===== src/rtl/rar_pkg.sv =====
// Shared types, constants and helpers for the rational arithmetic reducer.
`default_nettype none

package rar_pkg;

	localparam int unsigned DATA_WIDTH = 64;
	localparam int unsigned HALF_W     = DATA_WIDTH / 2;
	localparam int unsigned PROD_W     = 2 * DATA_WIDTH;
	localparam int unsigned CNT_W      = $clog2(DATA_WIDTH);
	localparam int unsigned IN_W       = 4 * DATA_WIDTH;
	localparam int unsigned OUT_W      = 2 * DATA_WIDTH;
	localparam int unsigned MUL_STEPS  = 4;

	typedef logic [DATA_WIDTH-1:0] mag_t;

	// sign and magnitude, magnitude up to 2^(DATA_WIDTH-1)
	typedef struct packed {
		logic neg;
		mag_t mag;
	} sval_t;

	typedef enum logic [1:0] {
		OP_ADD  = 2'd0,
		OP_SUB  = 2'd1,
		OP_MUL  = 2'd2,
		OP_NORM = 2'd3
	} op_t;

	typedef enum logic [1:0] {
		ST_OK   = 2'd0,
		ST_DIV0 = 2'd1,
		ST_OVF  = 2'd2
	} stat_t;

	typedef enum logic [1:0] {
		MS_P1  = 2'd0,
		MS_P2  = 2'd1,
		MS_NUM = 2'd2,
		MS_DEN = 2'd3
	} msel_t;

	typedef enum logic [3:0] {
		S_IDLE,
		S_START,
		S_MUL,
		S_MUL_ST,
		S_ADD,
		S_CHECK,
		S_GCD,
		S_DIV,
		S_DIV_END,
		S_FIN
	} state_t;

	typedef struct packed {
		logic       load;
		logic       copy;
		logic       mul_clr;
		logic       mul_pp;
		logic       mul_acc;
		logic [1:0] mul_idx;
		msel_t      mul_sel;
		logic       mul_store;
		logic       add;
		logic       check;
		logic       gcd_step;
		logic       div_init;
		logic       div_step;
		logic       div_end;
		logic       out_load;
	} cmd_t;

	typedef struct packed {
		op_t  op;
		logic to_gcd;
		logic gcd_done;
		logic out_busy;
	} dp_stat_t;

	function automatic sval_t decode(input mag_t raw);
		sval_t r;
		r.neg = raw[DATA_WIDTH-1];
		r.mag = r.neg ? (~raw + mag_t'(1)) : raw;
		return r;
	endfunction

endpackage

`default_nettype wire


===== src/rtl/rar_ctrl.sv =====
// Controller state machine sequencing the multiply, add, gcd and divide steps.
`default_nettype none

module rar_ctrl
	import rar_pkg::*;
(
	input  wire logic     clk,
	input  wire logic     arst_n,
	input  wire logic     in_valid,
	output logic          in_ready,
	input  wire dp_stat_t stat,
	output cmd_t          cmd
);

	state_t           state_q, state_nx;
	logic [CNT_W-1:0] cnt_q;
	logic [1:0]       prod_q;
	logic             last_prod;
	msel_t            sel;

	assign last_prod = (stat.op == OP_MUL) ? (prod_q == 2'd1) : (prod_q == 2'd2);

	always_comb begin
		case (prod_q)
			2'd0:    sel = (stat.op == OP_MUL) ? MS_NUM : MS_P1;
			2'd1:    sel = (stat.op == OP_MUL) ? MS_DEN : MS_P2;
			default: sel = MS_DEN;
		endcase
	end

	always_comb begin
		state_nx = state_q;
		unique case (state_q)
			S_IDLE:    if (in_valid) state_nx = S_START;
			S_START:   state_nx = (stat.op == OP_NORM) ? S_CHECK : S_MUL;
			S_MUL:     if (cnt_q == CNT_W'(MUL_STEPS)) state_nx = S_MUL_ST;
			S_MUL_ST: begin
				if (last_prod) state_nx = (stat.op == OP_MUL) ? S_CHECK : S_ADD;
				else           state_nx = S_MUL;
			end
			S_ADD:     state_nx = S_CHECK;
			S_CHECK:   state_nx = stat.to_gcd ? S_GCD : S_FIN;
			S_GCD:     if (stat.gcd_done) state_nx = S_DIV;
			S_DIV:     if (cnt_q == CNT_W'(DATA_WIDTH - 1)) state_nx = S_DIV_END;
			S_DIV_END: state_nx = S_FIN;
			S_FIN:     if (!stat.out_busy) state_nx = S_IDLE;
			default:   state_nx = S_IDLE;
		endcase
	end

	always_comb begin
		cmd      = '0;
		cmd.mul_sel = sel;
		cmd.mul_idx = cnt_q[1:0];
		in_ready = 1'b0;
		unique case (state_q)
			S_IDLE: begin
				in_ready = 1'b1;
				cmd.load = in_valid;
			end
			S_START:   cmd.copy = (stat.op == OP_NORM);
			S_MUL: begin
				cmd.mul_clr = (cnt_q == '0);
				cmd.mul_pp  = (cnt_q != CNT_W'(MUL_STEPS));
				cmd.mul_acc = (cnt_q != '0);
			end
			S_MUL_ST:  cmd.mul_store = 1'b1;
			S_ADD:     cmd.add = 1'b1;
			S_CHECK:   cmd.check = 1'b1;
			S_GCD: begin
				cmd.div_init = stat.gcd_done;
				cmd.gcd_step = !stat.gcd_done;
			end
			S_DIV:     cmd.div_step = 1'b1;
			S_DIV_END: cmd.div_end = 1'b1;
			S_FIN:     cmd.out_load = !stat.out_busy;
			default:   cmd = '0;
		endcase
	end

	always_ff @(posedge clk or negedge arst_n) begin
		if (!arst_n) begin
			state_q <= S_IDLE;
			cnt_q   <= '0;
			prod_q  <= '0;
		end else begin
			state_q <= state_nx;
			if (state_q == S_MUL || state_q == S_DIV) cnt_q <= cnt_q + CNT_W'(1);
			else                                      cnt_q <= '0;
			if (state_q == S_START)       prod_q <= '0;
			else if (state_q == S_MUL_ST) prod_q <= prod_q + 2'd1;
		end
	end

endmodule

`default_nettype wire


===== config.mk =====
export PLATFORM = sky130hd
export DESIGN_NAME = rar_ctrl
export DESIGN_NICKNAME = d
export VERILOG_FILES = /design/src/rtl/rar_pkg.sv /design/src/rtl/rar_ctrl.sv
export SDC_FILE = /design/constraint.sdc
export NUM_CORES = 1
export LEC_CHECK = 0
export BUFFER_PORTS_ARGS = -buffer_cell sky130_fd_sc_hd__clkbuf_2
export CELL_PAD_IN_SITES_DETAIL_PLACEMENT = 0
export CELL_PAD_IN_SITES_GLOBAL_PLACEMENT = 2
export CORE_MARGIN = 2
export CORE_UTILIZATION = 32
export DETAILED_ROUTE_END_ITERATION = 6
export GPL_TIMING_DRIVEN = 0
export MAX_ROUTING_LAYER = met4
export PLACE_DENSITY_LB_ADDON = 0.05
export REMOVE_ABC_BUFFERS = 1
export SYNTH_ARGS = -nofsm -noshare
export SYNTH_HDL_FRONTEND = slang
export SYNTH_SLANG_ARGS = --single-unit

===== constraint.sdc =====
create_clock -name clk -period 5 [get_ports clk]
set_clock_uncertainty 0.1 [all_clocks]
set_input_delay 1 -clock clk [delete_from_list [all_inputs] [get_ports clk]]
set_output_delay 1 -clock clk [all_outputs]
set_load 0.1 [all_outputs]

---- Yosys cells after proc, flatten, opt, wreduce, memory -nomap -nowiden ----
Cells that the tools add are included.
operators by class
  add/subtract/negate cells ............... 2
  equality and inequality tests ........... 21
  muxes and demuxes ....................... 29
  reduce and logical (&&, ||, !) cells .... 10
operators by type and width
  kind                 number
  $pmux 4 s10          1
  $mux 4               7
  $eq 4x3->1 const B   4
  $mux 1               11
  $mux 2               5
  $ne 2x2->1 const B   5
  $reduce_or 10->1     1
  $mux 3               3
  $eq 4x2->1 const B   2
  $eq 4x4->1 const B   2
  $add 6x1->6 const B  1
  $eq 2x2->1 const B   3
  $eq 6x3->1 const B   1
  $eq 6x6->1 const B   1
  $logic_not 6->1      1
  $mux 6               1
  $ne 6x3->1 const B   1
  $reduce_bool 6->1    1
  $reduce_and 5->1     1
  $eq 4x1->1 const B   1
  $logic_not 4->1      1
  $pmux 2 s2           1
  $add 2x1->2 const B  1
  $eq 2x1->1 const B   1
  4 further kinds      5
storage, ports and cells
  register bits ........................... 12
  input port bits ......................... 8
  output and inout port bits .............. 18
  word-level logic and storage cells ...... 65

---- Longest topological paths before layout ----
  word-level depth ........................ 4
  gate-level depth with buffers ........... 6
  gate-level depth less buffers ........... 6

---- Worst setup path before layout ----
No wires, ideal clock.
  kind .................................... register -> output
  start point ............................. register state_q[1]
  end point ............................... output cmd[16] (netlist name)
  data arrival time ....................... 4.669 ns
  data required time ...................... 3.900 ns
  path slack .............................. -0.769 ns
  stages on the path, launching flop included .. 5
  path buffers ............................ 2
  path through ............................ dfrtp_1 buf_2 clkbuf_1 nor4_1 and2_1
RTL lines
  what                      RTL line        text
  start: declaration        rar_ctrl.sv:15  state_t state_q, state_nx;
  start signal: assignment  rar_ctrl.sv:87  state_q <= state_nx;
  end: declaration          rar_ctrl.sv:12  output cmd_t cmd

==> flow_summary.json <==
{
  "placedInstanceArea_sq_um": 1090,
  "synth_compound_gate_area_share_pct": 16.4,
  "crit_path_max_fanout": 19,
  "drt_pass_1_iters": 6,
  "min_path_type": "reg -> reg",
  "synth_commonest_cells": "13 x sky130_fd_sc_hd__nor2_1, 12 x sky130_fd_sc_hd__dfrtp_1, 10 x sky130_fd_sc_hd__nand2_1",
  "dp_cells": 164,
  "final_period_minus_worst_setup_slack_ns": 3.33,
  "failing_checks": "DRC",
  "post_synth.cell_area_avg_sq_um": 8.41,
  "synth_top_area_share_pct": 31.0,
  "postSynthCellCount": 115,
  "synth_simple_gate_area_share_pct": 33.8,
  "synth_top_cells_by_area": "sky130_fd_sc_hd__dfrtp_1 31%, sky130_fd_sc_hd__ha_1 6.5%, sky130_fd_sc_hd__nor2_1 5.0%",
  "remaining_drc_errors": 1,
  "clkLatencyLatePin_ns": 0.27,
  "yosys.area_share.adder_pct": 6.47,
  "chipHeight_um": 59.0,
  "first_iter_violations": 41,
  "overflow": 0,
  "route.antenna.remaining_nets": 0,
  "num_vias": 877,
  "maxSlewHeadroom_pct": 59.9,
  "maxCapViolCount": 0,
  "layout-drive-gt1-share_pct": 24.8,
  "std_cell_rows": 19,
  "critical_path_arrival_ns": 2.23,
  "core_sq_um": 2810,
  "tritoncts": "done",
  "dominant_combinational_cell_family_by_area_after_synthesis": "simple AND/OR/NAND/NOR gates",
  "worst-endpoint-required_ns": 3.90,
  "detailedPlacementHpwl_um": 1690,
  "pin_count": 26,
  "post-synth-top-count-cell": "sky130_fd_sc_hd__nor2_1",
  "synth_seq_cells": 12,
  "postSynth.topFlopCell": "sky130_fd_sc_hd__dfrtp_1",
  "areaGrowthSynthToFinish_pct": 16.9,
  "detail_route.wl_per_cell_um": 13.4,
  "final-instance-count-excl-fill": 168,
  "finalInstanceArea_sq_um": 1130,
  "period_share_pct": 66.7,
  "ctsRootBufferMaster": "sky130_fd_sc_hd__clkbuf_4",
  "path_clk_slew_ns": 0.07,
  "grt_max_degree": 20,
  "wire_length_of_the_first_global_routing_pass_um": 3770,
  "holdBufCountCts": 0,
  "die-area_sq_um": 3480,
  "vias_per_cell": 5.22,
  "synth-xor-area-share_pct": 3.62,
  "cts_inserted_buffers": 3,
  "track_usage_pct": 14.7,
  "synth_edf_count": 0,
  "setup-tns-final_ns": 0,
  "synth_largest_area_cell": "sky130_fd_sc_hd__dfrtp_1",
  "async_set_reset_flop_share_out_of_synthesis_pct": 100,
  "gpl.final_weighted_congestion": 0.736,
  "detail_route.wirelength_um": 2250,
  "worst-setup-path-type": "reg -> out",
  "cts_h_tree_lvls": 1,
  "clock_sink_count": 12,
  "rsz0062_at_grt": "false",
  "report.final.hold_viol_count": 0,
  "outcome": "finished, violations left",
  "grt_pass1_vias": 791,
  "yosysUniqueCellTypes": 41,
  "antenna_found_initial": 0,
  "clockBufferDepth": 2,
  "muxShareOfSynthArea_pct": 2.20,
  "ctsResizeCount": 0,
  "critPathCaptureType": "primary output",
  "setup_viol": 0,
  "timing.final.max_slew_violations": 0,
  "postCtsSetupRepairBufs": 0,
  "design.final.nets": 151,
  "synthesis.yosys.warnings": 0,
  "timing.critical_path.from_type": "flop",
  "io_buffer_count": 25,
  "synth_seq_area_share_pct": 31.0,
  "diodes": 0,
  "final_worst_hold_slack_ns": 0.427,
  "die_x_um": 59.0,
  "fmaxAchievable_mhz": 300,
  "post_synthesis_instance_area_sq_um": 967,
  "start_util_pct": 34.5,
  "max_slew.worst_pin.slew_ns": 0.593
}
-- layout by cell type, fill, tap and decap left out, drive strengths merged --
master / n
clkbuf: 29
nor2: 13
dfrtp: 12
nand2: 10
inv: 7
o21ai: 6
nor3: 5
nor2b: 5
and2: 5
ha: 5
nand3: 3
o221ai: 3
nand2b: 2
xor2: 2
xnor2: 2
nor4: 2
a22o: 2
a31oi: 2
a211o: 2
or4b: 2
a21oi: 2
and4b: 2
nor4b: 1
nor4bb: 1
nor3b: 1
and3: 1
or2b: 1
and3b: 1
o31ai: 1
o32a: 1
nand3b: 1
a41oi: 1
mux2i: 1
mux2: 1
nand4b: 1
o21a: 1
-- registers in the layout, summed over array words and instances, names as in the netlist --
signal and cells:
cnt_q 6, state_q 4, prod_q 2
-- worst max-delay path, stage by stage (launching register included) --
cell and delay, ns:
sky130_fd_sc_hd__dfrtp_1 0.73, sky130_fd_sc_hd__or4b_4 0.57, sky130_fd_sc_hd__nor3_1 0.18, sky130_fd_sc_hd__clkbuf_2 0.48
-- logic make-up after synthesis --
group           count (synthesis)
mux                             2
fa+ha+maj                       5
compound gates                 21
xor+xnor                        4
flops                          12
simple gates                   57
buf+inv                        14
-- metrics by stage --
| step | setup slack [ns] | utilization (%) |
|---|---|---|
| CTS | 1.67 | 40.3 |
| finish | 1.67 | 40.3 |
| global placement | 1.94 | 39.0 |
| global route | 1.56 | 40.3 |
| detailed placement | 1.92 | 39.0 |
| floorplan | -0.623 | - |
-- cell type report --
| type | count | area [sq um] |
|---|---|---|
| fill | 296 | 1670 |
| inverter | 7 | 26.3 |
| sequential | 12 | 300 |
| clock buffer | 4 | 36.3 |
| timing repair buffer | 25 | 125 |
| tap | 31 | 38.8 |
| multi-input combinational | 89 | 604 |
-- metal layers --
metal / GRT usage [%] / vias up / wire (um)
met5: - / - / 0
met4: 3.90 / 0 / 17
met3: 3.93 / 2 / 93
met2: 20.8 / 17 / 976
met1: 20.8 / 406 / 1160
li1: - / 452 / -
-- path summary, 6_finish.rpt --
path	cells after the start	slack (ns)	endpoint	start
min in group asynchronous	1	0.50	cnt_q[3]	arst_n
max in group asynchronous	1	4.08	cnt_q[2]	arst_n
setup / recovery	3	1.67	cmd[14]	state_q[1]
hold reg to reg	1	0.43	cnt_q[0]	cnt_q[0]
hold / removal	1	0.43	cnt_q[0]	cnt_q[0]
setup reg to reg	4	2.87	state_q[0]	state_q[1]
Power is not shown: default switching activity piles up to over one toggle a cycle in this logic, so the estimate is an artifact.
